**src/design/nsc_pkg.sv**
```systemverilog
package nsc_pkg;

  localparam int COUNT_WIDTH = 32;
  localparam int TOTAL_W     = 32;
  localparam int ADDR_W      = 3;
  localparam int DATA_W      = 32;

  localparam logic [7:0] MAX_LEN_RESET = 8'd120;

  // Register index taken from paddr[2].
  localparam logic REG_MAX_LINE_LENGTH = 1'b0;

  localparam logic [7:0] CH_DOLLAR = 8'h24;
  localparam logic [7:0] CH_STAR   = 8'h2A;
  localparam logic [7:0] CH_COMMA  = 8'h2C;
  localparam logic [7:0] CH_CR     = 8'h0D;
  localparam logic [7:0] CH_LF     = 8'h0A;
  localparam logic [7:0] CH_NUL    = 8'h00;

  localparam logic [23:0] TAIL_RMC = 24'h524D43;
  localparam logic [23:0] TAIL_GGA = 24'h474741;

  localparam logic [1:0] KIND_OTHER = 2'd0;
  localparam logic [1:0] KIND_RMC   = 2'd1;
  localparam logic [1:0] KIND_GGA   = 2'd2;

  typedef logic [COUNT_WIDTH-1:0] count_t;
  typedef logic [TOTAL_W-1:0]     total_t;

  typedef struct packed {
    logic                 ok;
    logic [1:0]           kind;
    logic [TOTAL_W-1:0]   good;
    logic [TOTAL_W-1:0]   bad;
  } result_t;

  // Bit 4 flags a byte that is not a hex digit; bits 3:0 hold the value.
  function automatic logic [4:0] nibble_of(input logic [7:0] b);
    logic [4:0] r;
    r = 5'h10;
    if (b inside {[8'h30:8'h39]}) begin
      r = {1'b0, 4'(b - 8'h30)};
    end else if (b inside {[8'h41:8'h46]}) begin
      r = {1'b0, 4'(b - 8'h37)};
    end else if (b inside {[8'h61:8'h66]}) begin
      r = {1'b0, 4'(b - 8'h57)};
    end
    return r;
  endfunction

endpackage

```
**src/design/nmea_sentence_checker_top.sv**
```systemverilog
// NMEA sentence checker: one received byte per transfer, one result per non-empty line.
// Each result is registered in the output register, or in the skid entry under a stall.
// Throughput: one byte every cycle while in_stall is low; the per-byte state update
// is a single pass of XOR, compare and shift logic, and a two-entry result buffer
// absorbs output stalls. Reset (synchronous, active high) clears the line state,
// counters and both result entries, and sets max_line_length to 120.
module nmea_sentence_checker_top (
  input  logic                               clk,
  input  logic                               rst,
  // Byte input channel.
  input  logic                               in_valid,
  output logic                               in_stall,
  input  logic [7:0]                         rx_byte,
  // Result channel.
  output logic                               out_valid,
  input  logic                               out_stall,
  output logic                               checksum_ok,
  output logic [1:0]                         sentence_kind,
  output logic [nsc_pkg::TOTAL_W-1:0]        good_total,
  output logic [nsc_pkg::TOTAL_W-1:0]        bad_total,
  // Configuration port.
  input  logic                               psel,
  input  logic                               penable,
  input  logic                               pwrite,
  input  logic [nsc_pkg::ADDR_W-1:0]         paddr,
  input  logic [nsc_pkg::DATA_W-1:0]         pwdata,
  output logic [nsc_pkg::DATA_W-1:0]         prdata,
  output logic                               pready
);

  // Configuration register. Only one register exists, so paddr[2] selects it
  // and the byte-lane bits are not decoded.
  logic [7:0] max_line_length;

  assign pready = 1'b1;
  assign prdata = (paddr[2] == nsc_pkg::REG_MAX_LINE_LENGTH)
                  ? {{(nsc_pkg::DATA_W-8){1'b0}}, max_line_length}
                  : '0;

  always_ff @(posedge clk) begin
    if (rst) begin
      max_line_length <= nsc_pkg::MAX_LEN_RESET;
    end else if (psel && penable && pwrite && pready &&
                 paddr[2] == nsc_pkg::REG_MAX_LINE_LENGTH) begin
      max_line_length <= pwdata[7:0];
    end
  end

  // Per-line state. Each register has a next value that the byte logic builds.
  logic [7:0]  line_length,        line_length_next;
  logic        starts_with_dollar, starts_with_dollar_next;
  logic [7:0]  xor_sum,            xor_sum_next;
  logic        star_seen,          star_seen_next;
  logic [1:0]  after_star_count,   after_star_count_next;
  logic [7:0]  hex_digits,         hex_digits_next;
  logic        hex_bad,            hex_bad_next;
  logic        nul_seen,           nul_seen_next;
  logic        talker_done,        talker_done_next;
  logic [23:0] talker_tail,        talker_tail_next;
  logic [1:0]  talker_length,      talker_length_next;
  logic [nsc_pkg::COUNT_WIDTH-1:0] good_count, good_count_next;
  logic [nsc_pkg::COUNT_WIDTH-1:0] bad_count,  bad_count_next;

  // Result buffer: the output register, plus a skid entry that catches a result
  // produced while the output register is held by a stall.
  nsc_pkg::result_t out_res, skid_res, res;
  logic             skid_valid;
  logic             res_valid;
  logic             accept;
  logic             out_take;
  logic             line_clear;
  logic             ok;
  logic [4:0]       nib;

  // The skid entry is only ever filled when the output register is full, so
  // holding off input while it is occupied is enough to never lose a result.
  assign in_stall = skid_valid;
  assign accept   = in_valid && !in_stall;
  assign out_take = out_valid && !out_stall;

  always_comb begin
    line_length_next        = line_length;
    starts_with_dollar_next = starts_with_dollar;
    xor_sum_next            = xor_sum;
    star_seen_next          = star_seen;
    after_star_count_next   = after_star_count;
    hex_digits_next         = hex_digits;
    hex_bad_next            = hex_bad;
    nul_seen_next           = nul_seen;
    talker_done_next        = talker_done;
    talker_tail_next        = talker_tail;
    talker_length_next      = talker_length;
    good_count_next         = good_count;
    bad_count_next          = bad_count;
    line_clear              = 1'b0;
    res_valid               = 1'b0;
    ok                      = 1'b0;
    nib                     = nsc_pkg::nibble_of(rx_byte);
    res.ok                  = 1'b0;
    res.kind                = nsc_pkg::KIND_OTHER;

    if (accept && rx_byte != nsc_pkg::CH_CR) begin
      if (rx_byte != nsc_pkg::CH_LF) begin
        if (line_length < max_line_length) begin
          line_length_next = line_length + 8'd1;
          // Once a NUL is seen the rest of the line only counts toward length.
          if (!nul_seen) begin
            if (rx_byte == nsc_pkg::CH_NUL) begin
              nul_seen_next = 1'b1;
            end else if (line_length == 8'd0) begin
              starts_with_dollar_next = (rx_byte == nsc_pkg::CH_DOLLAR);
            end else if (!star_seen) begin
              if (rx_byte == nsc_pkg::CH_STAR) begin
                star_seen_next = 1'b1;
              end else begin
                xor_sum_next = xor_sum ^ rx_byte;
                // The talker field runs up to the first comma or star.
                if (!talker_done) begin
                  if (rx_byte == nsc_pkg::CH_COMMA) begin
                    talker_done_next = 1'b1;
                  end else begin
                    talker_tail_next = {talker_tail[15:0], rx_byte};
                    if (talker_length != 2'd3) begin
                      talker_length_next = talker_length + 2'd1;
                    end
                  end
                end
              end
            end else if (after_star_count != 2'd2) begin
              // A bad digit marks the line and shifts in zero.
              hex_bad_next          = hex_bad | nib[4];
              hex_digits_next       = {hex_digits[3:0], nib[4] ? 4'h0 : nib[3:0]};
              after_star_count_next = after_star_count + 2'd1;
            end
          end
        end else begin
          // The line grew past the limit and is dropped whole.
          line_clear = 1'b1;
        end
      end else if (line_length != 8'd0) begin
        ok = starts_with_dollar && star_seen && after_star_count == 2'd2 &&
             !hex_bad && xor_sum == hex_digits;
        res_valid  = 1'b1;
        line_clear = 1'b1;
        res.ok     = ok;
        if (ok) begin
          good_count_next = good_count + nsc_pkg::count_t'(1);
          if (talker_length == 2'd3 && talker_tail == nsc_pkg::TAIL_RMC) begin
            res.kind = nsc_pkg::KIND_RMC;
          end else if (talker_length == 2'd3 && talker_tail == nsc_pkg::TAIL_GGA) begin
            res.kind = nsc_pkg::KIND_GGA;
          end
        end else begin
          bad_count_next = bad_count + nsc_pkg::count_t'(1);
        end
      end
    end

    if (line_clear) begin
      line_length_next        = '0;
      starts_with_dollar_next = 1'b0;
      xor_sum_next            = '0;
      star_seen_next          = 1'b0;
      after_star_count_next   = '0;
      hex_digits_next         = '0;
      hex_bad_next            = 1'b0;
      nul_seen_next           = 1'b0;
      talker_done_next        = 1'b0;
      talker_tail_next        = '0;
      talker_length_next      = '0;
    end

    // The totals carry the low bits of the counters after this line.
    res.good = nsc_pkg::total_t'(good_count_next);
    res.bad  = nsc_pkg::total_t'(bad_count_next);
  end

  always_ff @(posedge clk) begin
    if (rst) begin
      line_length        <= '0;
      starts_with_dollar <= 1'b0;
      xor_sum            <= '0;
      star_seen          <= 1'b0;
      after_star_count   <= '0;
      hex_digits         <= '0;
      hex_bad            <= 1'b0;
      nul_seen           <= 1'b0;
      talker_done        <= 1'b0;
      talker_tail        <= '0;
      talker_length      <= '0;
      good_count         <= '0;
      bad_count          <= '0;
    end else begin
      line_length        <= line_length_next;
      starts_with_dollar <= starts_with_dollar_next;
      xor_sum            <= xor_sum_next;
      star_seen          <= star_seen_next;
      after_star_count   <= after_star_count_next;
      hex_digits         <= hex_digits_next;
      hex_bad            <= hex_bad_next;
      nul_seen           <= nul_seen_next;
      talker_done        <= talker_done_next;
      talker_tail        <= talker_tail_next;
      talker_length      <= talker_length_next;
      good_count         <= good_count_next;
      bad_count          <= bad_count_next;
    end
  end

  // Result buffer control. When the output register frees up, the skid entry
  // moves forward first; a new result can only appear when the skid is empty.
  always_ff @(posedge clk) begin
    if (rst) begin
      out_valid  <= 1'b0;
      skid_valid <= 1'b0;
    end else if (!out_valid || out_take) begin
      if (skid_valid) begin
        out_valid  <= 1'b1;
        skid_valid <= 1'b0;
      end else begin
        out_valid <= res_valid;
      end
    end else if (res_valid) begin
      skid_valid <= 1'b1;
    end
  end

  always_ff @(posedge clk) begin
    if (!out_valid || out_take) begin
      if (skid_valid) begin
        out_res <= skid_res;
      end else if (res_valid) begin
        out_res <= res;
      end
    end else if (res_valid) begin
      skid_res <= res;
    end
  end

  assign checksum_ok   = out_res.ok;
  assign sentence_kind = out_res.kind;
  assign good_total    = out_res.good;
  assign bad_total     = out_res.bad;

endmodule

```
**config.mk**
```make
export PLATFORM = sky130hd
export DESIGN_NAME = nmea_sentence_checker_top
export DESIGN_NICKNAME = d
export VERILOG_FILES = /design/src/design/nsc_pkg.sv /design/src/design/nmea_sentence_checker_top.sv
export SDC_FILE = /design/constraint.sdc
export NUM_CORES = 1
export LEC_CHECK = 0
export BUFFER_PORTS_ARGS = -buffer_cell sky130_fd_sc_hd__buf_2
export CAP_MARGIN = 30
export CORE_ASPECT_RATIO = 0.8
export CORE_MARGIN = 5
export CORE_UTILIZATION = 48
export CTS_CLUSTER_SIZE = 25
export DETAILED_ROUTE_END_ITERATION = 8
export PLACE_DENSITY = 0.68
export REMOVE_ABC_BUFFERS = 1
export SLEW_MARGIN = 20
export SYNTH_ARGS = -nofsm -noshare
export SYNTH_HDL_FRONTEND = slang
export SYNTH_SLANG_ARGS = --single-unit
```
**constraint.sdc**
```tcl
create_clock -name clk -period 7.2 [get_ports clk]
set_clock_uncertainty 0.15 [all_clocks]
set_input_delay 0.36 -clock clk [delete_from_list [all_inputs] [get_ports clk]]
set_output_delay 0.36 -clock clk [all_outputs]
set_load 0.02 [all_outputs]
```
== Word level (Yosys, flattened, before mapping) ==
Cells that the tools add are included.
Word-level totals
  register bits: 265
  bits of input ports: 50
  output and inout bits: 102
  logic and storage cells: 131
Operators by class
  $add $sub $neg: 8
  $lt $le $gt $ge: 7
  eq/ne operators: 12
  mux-type cells: 34
  bitwise logic cells: 11
  reduce and logical (&&, ||, !) cells: 35
Operators by type and width (count)
  $mux W32: 8
  $mux W67: 2
  $add A32 B1 Y32 const B: 2
  $eq A24 B23 Y1 const B: 2
  $eq A8 B6 Y1 const B: 3
  $ge A8 B7 Y1 const B: 2
  $le A8 B7 Y1 const B: 2
  $logic_not A8 Y1: 2
  $ne A8 B4 Y1 const B: 2
  $reduce_and A8 Y1: 2
  $logic_and A1 B1 Y1: 15
  $mux W5: 3
  $mux W1: 13
  $reduce_and A6 Y1: 2
  $reduce_and A11 Y1: 1
  $reduce_and A10 Y1: 1
  $mux W3: 3
  $not A1 Y1: 9
  $add A8 B1 Y8 const B: 1
  $eq A8 B8 Y1: 1
  $ge A8 B6 Y1 const B: 1
  $le A8 B6 Y1 const B: 1
  $lt A8 B8 Y1: 1
  $mux W8: 1
  other kinds (16): 27

== Depth between registers and ports, before layout ==
Gate-level depths: netlist of the first run.
  depth in word-level cells: 10
  mapped depth: 11
  mapped depth without buffers: 8

== Worst setup path before layout of the first run ==
No wires, ideal clock.
  path type: in2reg
  from: in rx_byte[4]
  to: reg out_res, in the netlist bad_total[0], enable pin
  library setup time: 514 ps
  arrival time: 4981 ps
  data required time: 6536 ps
  slack: 1555 ps
  cell stages on the path: 6
  path buffers: 1
  path through: or4_4 > nor4b_4 > and2_1 > buf_2 > nor2_1 > a21oi_1
Between the ends
  longest elaborated chain between the ends: 5
  elaborated cells on any way between the ends: 7
  those cells by class: 2 x eq/ne; 2 x mux; 3 x reduce/logical
Ends and longest elaborated chain
  start: declaration: line nmea_sentence_checker_top.sv:13  | input logic [7:0] rx_byte,
  $ne A8 B4 Y1, on equally long branches: line nmea_sentence_checker_top.sv:103, nmea_sentence_checker_top.sv:102
  $mux W1 / $logic_and A1 B1 Y1 (equally long branches): line nmea_sentence_checker_top.sv:103, nmea_sentence_checker_top.sv:102
  $mux W1 (*): line nmea_sentence_checker_top.sv:102  | if (accept && rx_byte != nsc_pkg::CH_CR) begin
  $reduce_bool A2 Y1 (no line) (*)
  $reduce_and A2 Y1 (no line) (*)
  end signal: assignment: line nmea_sentence_checker_top.sv:231  | out_res <= skid_res;
  end signal: assignment: line nmea_sentence_checker_top.sv:233  | out_res <= res;
  end: declaration: line nmea_sentence_checker_top.sv:66  | nsc_pkg::result_t out_res, skid_res, res;
Every way passes the cells marked *; elsewhere a longest branch is shown, timed or not.
A chain may end at the register's enable or synchronous reset.

== Worst setup path after layout of the first run ==
  from: reg line_length[0]
  to: reg skid_res[21] (netlist name), enable pin
Between the ends
  longest elaborated chain between the ends: 5
Ends and longest elaborated chain
  start: declaration: line nmea_sentence_checker_top.sv:50  | logic [7:0] line_length, line_length_next;
  start signal: assignment: line nmea_sentence_checker_top.sv:194  | line_length <= line_length_next;
  $reduce_bool A8 Y1: line nmea_sentence_checker_top.sv:140  | end else if (line_length != 8'd0) begin
  $mux W1: line nmea_sentence_checker_top.sv:140
  $mux W1: line nmea_sentence_checker_top.sv:103  | if (rx_byte != nsc_pkg::CH_LF) begin
  $mux W1: line nmea_sentence_checker_top.sv:102
  $reduce_and A2 Y1 (no line)
  end signal: assignment: line nmea_sentence_checker_top.sv:236  | skid_res <= res;
  end: declaration: line nmea_sentence_checker_top.sv:66
No other way between the ends.

==> summary.md, run 1 <==
| Metric | Value |
|---|---|
| Critical path launch point type | flip-flop |
| Top post-synthesis cells by count | 134 x edfxtp_1, 131 x dfxtp_1, 90 x nor2_1, 70 x xor2_1, 69 x nor2b_1 |
| Cell leakage power | 0.00496 uW |
| Rel. slew slack | 0.377 |
| Reg-to-reg slack, setup | 3.44 ns |
| Via count | approximately 7.5k |
| Clock transition at path regs | roughly 0.060 ns |
| HP Class | in2reg |
| Hold buffer count at cts | 8 |
| DR vias/cell | 5.20 |
| Total grt overflow | 0 |
| Avg WL per Cell | 16.0 microns |
| Pre-Repair DR Iteration Count | 5 |
| Critical path class | reg2reg |
| Rows | 51 |
| Sequential area share after synthesis | 0.570 |
| Layout cell share with drive strength beyond 1 | 0.219 |
| Total of max-cap violations | 0 |
| Final WL | 23100 microns |
| Root Driver | clkbuf_16 |
| Post-Synthesis Cells | roughly 1000 |
| Crit path DAT | 3.77 ns |
| Die ar. | 27500 sq um |
| Crit. End Element | flip-flop |
| FILL cells | 2098 |
| Fmax | ~270 MHz |
| CTS buffer count | 27 |
| Clock power share | 0.454 |
| Die height | roughly 150 microns |
| Reg power frac | 0.509 |
| Top cells by area, synth | edfxtp_1 35%, dfxtp_1 22%, mux2_2 6.4% |
| Outcome | finished clean |
| Setup TNS | 0 ns |
| Largest net degree at the start of global routing | 76 |
| Grt peak-use layer | met2 |
| Top FF cell, synth | edfxtp_1 |
| Width of the die | 184 microns |
| Area of the multi-input gates | between 4000 and 5000 sq um |
| Reg2Reg Launch Point | line_length[0]$_SDFFE_PP0P_ |
| Internal | 2470 uW |
| Post-synth EDFFs | roughly 130 |
| Reg2reg end | skid_res[21]$_DFFE_PP_ |
| Vias in the first global route | 7365 |
| GRT met3 Usage | 0.0263 |
| Worst-Margin Slew | 0.935 ns |
| Worst Path Max Fanout | 42 |
| Final Setup Violations | 0 |
| Top-count cell post-synth | edfxtp_1 |
| Grt met2 use | 0.259 |
| Seq. cell area | around 6600 sq um |
| IO Port Bufs | 100 |
| Synth area leader | edfxtp_1 |
| Area Growth Syn to Fin | 14.6% |
| RSZ-0062 raised after global routing | no |
| 1st-iter DRT viols | 404 |
| Nets | between 1k and 1.5k |
| Tot GR Track Use | 0.165 |
| Power per cell area | 234 nW/um^2 |
| H-tree Lvls | 1 |
| Critical path endpoint | skid_res[21]$_DFFE_PP_ |
| Fin crit share | 0.522 |
| Yosys cell types | 52 |
| Post-CTS sizing | 0 |
| NetSw | 649 uW |
| Antenna viol nets, final | 0 |
| Reg2reg path depth | 7 |
| Min Hold Slack | 0.0357 ns |
| Flops & latches, synth | 265 |
| Clk_lat worst skew | 0.52 ns |
| Final Critical Period | 3.76 ns |
| Post-CTS Setup Inserts | 0 |
| DR DRC count | 0 |
| Area fraction of the dominant cell type after synthesis | 0.345 |
| Core area | 24100 sq um |
| Initial antenna violation count | 1 |
| Peak supply drop | approximately 0.00017 V |
| Syn Area/Cell | 11.7 sq um |
| Final Max Slew Viols | 0 |
| Critical path startpoint | line_length[0]$_SDFFE_PP0P_ |
| Synthesized area | between 10000 and 15000 sq um |
| CP Data Required Time | 7.21 ns |
| CTS Sinks | about 270 |
| Fin. Hold Viols | 0 |
| Yosys synthesis warning count | 0 |
| Switching Fraction | 0.208 |
| First-pass GRT wire length | 37400 microns |
| Clock Tree Buf Depth | 3 |
| # IOs | 152 |
| Initial Utilization | 0.483 |
| CTS tree | built |
| M1 GR Usage | 0.240 |
| Post-synth ARST share | 0 |
| Logic gate share of total power | 0.037 |
| Gpl congestion | between 0.8 and 0.9 |
| Post-DP HPWL | 15100 microns |
[worst max-delay path, cell delays in order, from the launching register on]
cell	delay, ns
dfxtp_1	0.37
inv_1	0.10
ha_1	0.21
nor4b_1	0.14
nand2_1	0.45
nand2_2	0.53
nor2_4	0.78
buf_4	0.60
[logic make-up (layout without fill, tap and decap cells)]
| logic type | after synthesis | count (layout) | synth area share |
|---|---|---|---|
| simple gates | 393 | 393 | 0.190 |
| flops | 265 | 265 | 0.570 |
| mux | 99 | 99 | 0.0922 |
| buf+inv | 95 | 191 | 0.0402 |
| xor+xnor | 86 | 86 | 0.0646 |
| compound gates | 41 | 41 | 0.0224 |
| fa+ha+maj | 18 | 18 | 0.0193 |
| other cells | 2 | 26 | 0.000644 |
[power by group through the flow]
stage	clock network (uW)	logic, uW	registers, uW
4_1_cts	1450	115	1590
3_3_place_gp	0	109	1620
3_5_place_dp	0	111	1620
6_report	1420	115	1590
5_1_grt	1520	127	1590
2_1_floorplan	0	73.2	1620
[placed cells by master (no fill, tap or decap), types with 7 or more instances in the layout]
cell type	instances
and2_1	7
xor2_1	70
buf_4	8
mux2_2	66
nor2b_1	69
mux2i_1	32
inv_1	22
o21ai_0	7
conb_1	25
a21oi_1	13
nor4_2	10
and3_1	12
nand3_1	38
nand2_1	43
nor3_1	41
buf_2	100
nor4_1	13
dfxtp_1	130
clkbuf_16	27
xnor2_1	16
nand4_1	38
clkinv_2	7
dlygate4sd3_1	8
edfxtp_1	134
nor2_1	89
ha_1	18
[metrics by stage]
step	utilization	area [sq um]	worst slack, ns	total power, uW	std cells
final	0.554	13400	3.44	3120	1437
after global routing	0.554	13400	3.21	3240	1437
after CTS	0.554	13400	3.45	3160	1435
after detailed placement	0.513	12400	3.17	1730	1377
after global placement	0.512	12300	3.24	1730	1375
after floorplan	-	11400	0.852	1690	949
[sequential cells by signal (all words and copies together), names as in the netlist]
signal,count
xor_sum,8
hex_digits,8
skid_res,67
talker_done,1
in_stall,1
talker_tail,24
checksum_ok,1
nul_seen,1
bad_count,32
good_total,32
bad_total,32
good_count,32
max_line_length,8
star_seen,1
talker_length,2
out_valid,1
after_star_count,2
starts_with_dollar,1
sentence_kind,2
line_length,8
hex_bad,1
[routing by layer]
metal,vias to the layer above,part of all wire
met5,-,0
met4,0,0.017
met3,35,0.040
met2,148,0.45
met1,3588,0.49
li1,3698,-
[area by class of cell]
cell class,instances,share of cell area
well taps,318,0.0298
clock inverters,16,0.0138
multi-input cells,662,0.348
clock buffers,34,0.0540
inverters,22,0.00618
flip-flops and latches,265,0.498
diodes,1,0.000187
repair buffers,119,0.0503
[how the worst min path moves through the flow]
| stage | start | endpoint | depth (start not counted) |
|---|---|---|---|
| final | rx_byte[5] | talker_tail[5]$_SDFFE_PP0P_ | 3 |
| after global routing | rx_byte[5] | talker_tail[5]$_SDFFE_PP0P_ | 3 |
| after CTS | rx_byte[5] | talker_tail[5]$_SDFFE_PP0P_ | 3 |
| after detailed placement | hex_bad$_SDFFE_PP0P_ | hex_bad$_SDFFE_PP0P_ | 2 |
| after global placement | hex_bad$_SDFFE_PP0P_ | hex_bad$_SDFFE_PP0P_ | 2 |
| after floorplan | hex_bad$_SDFFE_PP0P_ | hex_bad$_SDFFE_PP0P_ | 2 |
(Power assumes the default switching activity.)
==> run 2, diff against run 1 <==
==> constraint.sdc (replaced) <==
create_clock -name clk -period 3.5 [get_ports clk]
set_clock_uncertainty 0.15 [all_clocks]
set_input_delay 0.175 -clock clk [delete_from_list [all_inputs] [get_ports clk]]
set_output_delay 0.175 -clock clk [all_outputs]
set_load 0.02 [all_outputs]
==> run 2 against run 1 <==
Compared with the run above:
- via count increased by 0.95%
- register-to-register slack got worse by 2.8 ns
- global-route usage decreased by 0.064 points
- final cell count increased by 1.5%
- sequential share of layout area decreased by 0.49 points
- clock power increased by 91%
- count of clock-buffer cells in the layout decreased by 2
- critical path type is now in2reg
- sequential power increased by 110%
- routed wire length increased by 0.18%
- utilization increased by 0.55 points
==> summary.md, run 2 (synthesis results as in run 1) <==
| Metric | Value |
|---|---|
| Outcome | finished clean (unchanged) |
| FILL cells | 2055 (was 2098) |
| Die ar. | 27500 sq um (unchanged) |
| RSZ-0062 raised after global routing | no (unchanged) |
| Final WL | 23100 microns (about the same) |
| Fin crit share | 0.880 |
| Post-layout instance area | 13500 sq um (was 13400 sq um) |
| DR DRC count | 0 (unchanged) |
| CTS Sinks | 265 (unchanged) |
| Rows | 51 (unchanged) |
| Dpl cell area | 12500 sq um (was 12400 sq um) |
| Crit path DAT | 3.19 ns (was 3.77 ns) |
| Inst Count DP | 1388 (was 1377) |
| Fmax | 325 MHz |
| First-pass GRT wire length | 37200 microns (was 37400 microns) |
| Largest net degree at the start of global routing | 59 (was 76) |
| Vias in the first global route | 7156 (was 7365) |
| HP Class | in2reg (unchanged) |
| Clk_lat worst skew | 0.52 ns (about the same) |
| Initial antenna violation count | 1 (unchanged) |
| Via count | 7540 (was 7469) |
| Width of the die | 184 microns (unchanged) |
| Worst Path Max Fanout | 7 (was 42) |
| Most frequent cells in the layout | 134 x edfxtp_1, 130 x dfxtp_1, 100 x buf_2, 89 x nor2_1, 70 x xor2_1 (unchanged) |
| CTS buffer count | 27 (unchanged) |
| Gpl congestion | 0.810 (was 0.804) |
| Power per cell area | 462 nW/um^2 (was 234 nW/um^2) |
| Worst-Margin Slew | 0.774 ns (was 0.935 ns) |
| Clock Tree Buf Depth | 3 (unchanged) |
| Root Driver | clkbuf_16 (unchanged) |
| Die height | 149 microns (unchanged) |
| Cell leakage power | 0.00504 uW (was 0.00496 uW) |
| DR vias/cell | 5.17 (was 5.20) |
| Final Max Slew Viols | 0 (unchanged) |
| 1st-iter DRT viols | 459 (was 404) |
| Post-route setup slack | 0.419 ns (was 3.44 ns) |
| Total grt overflow | 0 (unchanged) |
| Post-DP HPWL | 15200 microns (was 15100 microns) |
| Post-CTS sizing | 0 (unchanged) |
| Most common cell after layout, fill and taps aside | edfxtp_1 (unchanged) |
| H-tree Lvls | 1 (unchanged) |
| Reg2reg path depth | 8 (was 7) |
| Peak supply drop | 0.000301 V (was 0.000166 V) |
| WHS Path Cells | 2 (was 3) |
| # IOs | 152 (unchanged) |
| Initial Utilization | 0.483 (unchanged) |
| Area Growth Syn to Fin | 15.8% (was 14.6%) |
| Critical path launch point type | input port (was flip-flop) |
| Rel. slew slack | 0.484 (was 0.377) |
| Tot GR Track Use | 0.164 (was 0.165) |
| Final Setup Violations | 0 (unchanged) |
| Critical path class | in2reg (was reg2reg) |
| Max reg flops | 67 (unchanged) |
| Most flops, register | skid_res (unchanged) |
| Crit. End Element | flip-flop (unchanged) |
| Fin. Hold Viols | 0 (unchanged) |
| Avg WL per Cell | 15.8 microns (was 16.0 microns) |
| Clock transition at path regs | 0.06 ns (about the same) |
| Nets | 1188 (was 1165) |
| CTS tree | built (unchanged) |
| Worst slack at placement | 0.438 ns (was 3.17 ns) |
| IO Port Bufs | 100 (unchanged) |
| Core area | 24100 sq um (unchanged) |
| CP Data Required Time | 3.61 ns (was 7.21 ns) |
| Layout cell share with drive strength beyond 1 | 0.220 (was 0.219) |
| Pre-Repair DR Iteration Count | 5 (unchanged) |
| Antenna viol nets, final | 0 (unchanged) |
| Total of max-cap violations | 0 (unchanged) |
| Final Critical Period | 3.08 ns |
| Final Non-Filler Cells | 1459 (was 1437) |
## run 2: cell types whose count changed in the layout (fill, tap and decap cells not counted), moves of 2 or more
cell	change
dlygate4sd3_1	+13
buf_4	+12
clkinv_1	+3
bufinv_16	-2
clkbuf_8	-2
clkinvlp_4	+2
## run 2: path summary, 6_finish.rpt
| path | from | to | slack [ns] |
|---|---|---|---|
| max | rx_byte[0] | good_total[28]$_DFFE_PP_ | 0.42 |
| min | rst | bad_count[2]$_SDFF_PP0_ | 0.06 |
| max reg2reg | line_length[0]$_SDFFE_PP0P_ | good_total[28]$_DFFE_PP_ | 0.65 |
| min reg2reg | hex_bad$_SDFFE_PP0P_ | hex_bad$_SDFFE_PP0P_ | 0.29 |
## run 2: power breakdown
part	switching [uW]	internal (uW)
clock	1150	1560
sequential	17.7	3250
combinational	158	89.6
## run 2: layout make-up
class                           instances  area (sq um)  area share
Clock buffer                           32           694      0.0515
Clock inverter                         17           136      0.0101
Sequential cell                       265          6650       0.493
Timing Repair Buffer                  142           881      0.0653
Tap cell                              318           398      0.0295
Multi-Input combinational cell        662          4650       0.345
Inverter                               22          82.6     0.00612
Antenna cell                            1          2.50    0.000185
## run 2: worst max-delay path, stage by stage
cell and delay, ns:
dlygate4sd3_1 0.54, buf_2 0.17, inv_1 0.12, ha_1 0.15, nand3b_1 0.37, nor4_4 0.50, nand3_2 0.22, nor4_1 0.44
xor2_1 0.19, mux2_2 0.30
## run 2: layer usage
metal / GRT usage / part of all wire / routed length [microns]
met3: 0.0275 / 0.041 / 956
met4: 0.0314 / 0.015 / 339
met2: 0.263 / 0.46 / 10500
met1: 0.238 / 0.49 / 11300
met5: 0 / 0 / 0
## run 2: through the flow
stage | utilization | hold WS, ns | power (uW) | setup TNS, ns
2_1_floorplan | - | 0.0941 | 3480 | -357.46
3_3_place_gp | 0.516 | 0.227 | 3560 | 0
3_5_place_dp | 0.516 | 0.234 | 3570 | 0
4_1_cts | 0.559 | 0.0405 | 6290 | 0
5_1_grt | 0.559 | 0.0733 | 6460 | 0
6_report | 0.559 | 0.0595 | 6230 | 0
## run 2: timing repair
item	CTS	global route
setup buffers	0	0
hold buffers	21	0
endpoints found under the hold margin	27	0
==> run 3, diff against run 2 <==
==> constraint.sdc (replaced) <==
create_clock -name clk -period 3.3 [get_ports clk]
set_clock_uncertainty 0.15 [all_clocks]
set_input_delay 0.165 -clock clk [delete_from_list [all_inputs] [get_ports clk]]
set_output_delay 0.165 -clock clk [all_outputs]
set_load 0.02 [all_outputs]
==> run 3 against run 2 <==
Compared with the run above:
- sequential share of layout area shrank 0.70 points
- setup slack got worse by 0.21 ns
- sequential power up 6.1%
- non-clock buffer count up 8
- largest cell class unchanged
==> summary.md, run 3 (synthesis results as in run 1) <==
| Metric | Value |
|---|---|
| Fmax | around 320 MHz |
| Width of the die | 184 microns (unchanged) |
| Initial antenna violation count | 1 (unchanged) |
| WHS Path Cells | 4 (was 2) |
| Largest net degree at the start of global routing | 70 (was 59) |
| Via count | 7575 (was 7540) |
| Area of the multi-input gates | 4650 sq um (unchanged) |
| HP Start | penable (was rst) |
| 1st-iter DRT viols | 462 (was 459) |
| Area Growth Syn to Fin | 17.4% (was 15.8%) |
| Max reg flops | 67 (unchanged) |
| Total of max-cap violations | 0 (unchanged) |
| Total grt overflow | 0 (unchanged) |
| Critical path launch point type | input port (unchanged) |
| Vias in the first global route | 7413 (was 7156) |
| Antenna viol nets, final | 0 (unchanged) |
| HP Class | in2reg (unchanged) |
| Final Setup Violations | 0 (unchanged) |
| First-pass GRT wire length | 38600 microns (was 37200 microns) |
| Reg2reg end | bad_total[27]$_DFFE_PP_ (was good_total[28]$_DFFE_PP_) |
| Root Driver | clkbuf_16 (unchanged) |
| WHS Endpoint | max_line_length[6]$_SDFFE_PP1P_ (was bad_count[2]$_SDFF_PP0_) |
| Post-CTS sizing | 0 (unchanged) |
| CTS buffer count | 27 (unchanged) |
| # IOs | 152 (unchanged) |
| Initial Utilization | 0.483 (unchanged) |
| Die ar. | 27500 sq um (unchanged) |
| Cell leakage power | 0.00514 uW (was 0.00504 uW) |
| Clk_lat worst skew | 0.52 ns (about the same) |
| Fin crit share | 0.938 |
| Avg WL per Cell | 16.0 microns (was 15.8 microns) |
| CP Data Required Time | 3.41 ns (was 3.61 ns) |
| Crit. End Element | flip-flop (unchanged) |
| Rows | 51 (unchanged) |
| Reg2Reg Launch Point | line_length[0]$_SDFFE_PP0P_ (unchanged) |
| Fin. Hold Viols | 0 (unchanged) |
| Rel. slew slack | 0.367 (was 0.484) |
| DR DRC count | 0 (unchanged) |
| Seq. cell area | 6650 sq um (unchanged) |
| Clock Tree Buf Depth | 3 (unchanged) |
| Die height | 149 microns (unchanged) |
| IO Port Bufs | 100 (unchanged) |
| Reg2reg path depth | 9 (was 8) |
| CTS tree | built (unchanged) |
| Nets | 1196 (was 1188) |
| Final Critical Period | 3.10 ns |
| Final Max Slew Viols | 0 (unchanged) |
| RSZ-0062 raised after global routing | no (unchanged) |
| Setup TNS | 0 ns (unchanged) |
| Tot GR Track Use | 0.170 (was 0.164) |
| Final WL | 23500 microns (was 23100 microns) |
| Crit path DAT | 3.21 ns (was 3.19 ns) |
| Crit path largest cell delay | 0.53 ns (was 0.54 ns) |
| Most common cell after layout, fill and taps aside | edfxtp_1 (unchanged) |
| CP max-delay cell | dlygate4sd3_1 (unchanged) |
| Core area | 24100 sq um (unchanged) |
| Worst-Margin Slew | 0.949 ns (was 0.774 ns) |
| Post-DP HPWL | 15700 microns (was 15200 microns) |
| FILL cells | 2033 (was 2055) |
| Post-route setup slack | 0.204 ns (was 0.419 ns) |
| DR vias/cell | 5.16 (was 5.17) |
| Most frequent cells in the layout | 134 x edfxtp_1, 130 x dfxtp_1, 100 x buf_2, 89 x nor2_1, 70 x xor2_1 (unchanged) |
| H-tree Lvls | 1 (unchanged) |
| Clock transition at path regs | 0.06 ns (about the same) |
| Worst Path Max Fanout | 15 (was 7) |
| Reg-to-reg slack, setup | 0.44 ns (was 0.65 ns) |
| Critical path startpoint | rx_byte[0] (unchanged) |
| Gpl congestion | 0.831 (was 0.810) |
| Min Hold Slack | 0.164 ns (was 0.0595 ns) |
| Worst slack at placement | 0.233 ns (was 0.438 ns) |
| Outcome | finished clean (unchanged) |
| CTS Sinks | 265 (unchanged) |
| Critical path class | in2reg (unchanged) |
| Power per cell area | 505 nW/um^2 (was 462 nW/um^2) |
| Cells along the critical path | dlygate4sd3_1 -> buf_2 -> inv_1 -> ha_1 -> nand3b_1 -> nor4b_4 -> nand2_2 -> buf_4 -> nor4_2 -> xor2_1 -> mux2_2 (was dlygate4sd3_1 -> buf_2 -> inv_1 -> ha_1 -> nand3b_1 -> nor4_4 -> nand3_2 -> nor4_1 -> xor2_1 -> mux2_2) |
| Most flops, register | skid_res (unchanged) |
| Peak supply drop | 0.000331 V (was 0.000301 V) |
| Layout cell share with drive strength beyond 1 | 0.228 (was 0.220) |
| Pre-Repair DR Iteration Count | 4 (was 5) |
==> run 3: cell types whose count changed in the layout (fill, tap and decap cells not counted), sizes merged <==
cell,change
clkinvlp,-3
clkbuf,+2
dlygate4sd3,+1
inv,+2
clkinv,-3
bufinv,+2
buf,+7
==> run 3: final cells by class <==
class,instances,share of cell area
antenna,1,0.000183
clock buffer,34,0.0550
clock inverter,15,0.0135
inverter,22,0.00603
multi-input combinational,662,0.340
sequential,265,0.486
tap,318,0.0291
timing repair buffer,150,0.0707
==> run 3: how the worst max path moves through the flow <==
stage                          endpoint  slack, ns  cells after the start
2_1_floorplan    bad_total[0]$_DFFE_PP_      -3.05                      5
3_3_place_gp   good_total[14]$_DFFE_PP_       0.29                      9
3_5_place_dp   good_total[14]$_DFFE_PP_       0.23                      9
4_1_cts        good_total[22]$_DFFE_PP_       0.23                     10
5_1_grt        good_total[14]$_DFFE_PP_       0.04                     10
6_report        bad_total[27]$_DFFE_PP_       0.20                     11
==> run 3: routing by layer <==
metal / global-route usage / share of wire / vias up / routed length, microns
met1: 0.249 / 0.48 / 3630 / 11200
met4: 0.0362 / 0.015 / 0 / 352
met3: 0.0283 / 0.047 / 30 / 1120
li1: - / - / 3765 / -
met2: 0.268 / 0.46 / 150 / 10800
met5: 0 / 0 / - / 0
==> run 3: what timing repair did <==
action,CTS,global route
buffers inserted,0,3
hold buffers,22,0
endpoints found under the setup margin,0,1
hold endpoints to repair,32,0
==> run 3: report_power, final <==
group | switching [uW] | leakage, uW | internal [uW]
clock | 1240 | 0.000460 | 1930
sequential | 18.1 | 0.00203 | 3450
combinational | 169 | 0.00265 | 101
==> run 3: through the flow <==
stage	cells	power, uW	area, sq um	util
3_3_place_gp	1392	3780	12500	0.518
6_report	1467	6910	13700	0.568
4_1_cts	1463	7000	13700	0.567
3_5_place_dp	1392	3790	12500	0.518
2_1_floorplan	949	3690	11400	-
5_1_grt	1467	7180	13700	0.568
==> run 3: worst max-delay path, delay by kind of cell <==
family        cells  cell delay, ns
xor+xnor          1            0.16
buf+inv           4            1.08
mux               1            0.31
simple gates      4            1.34
fa+ha+maj         1            0.15
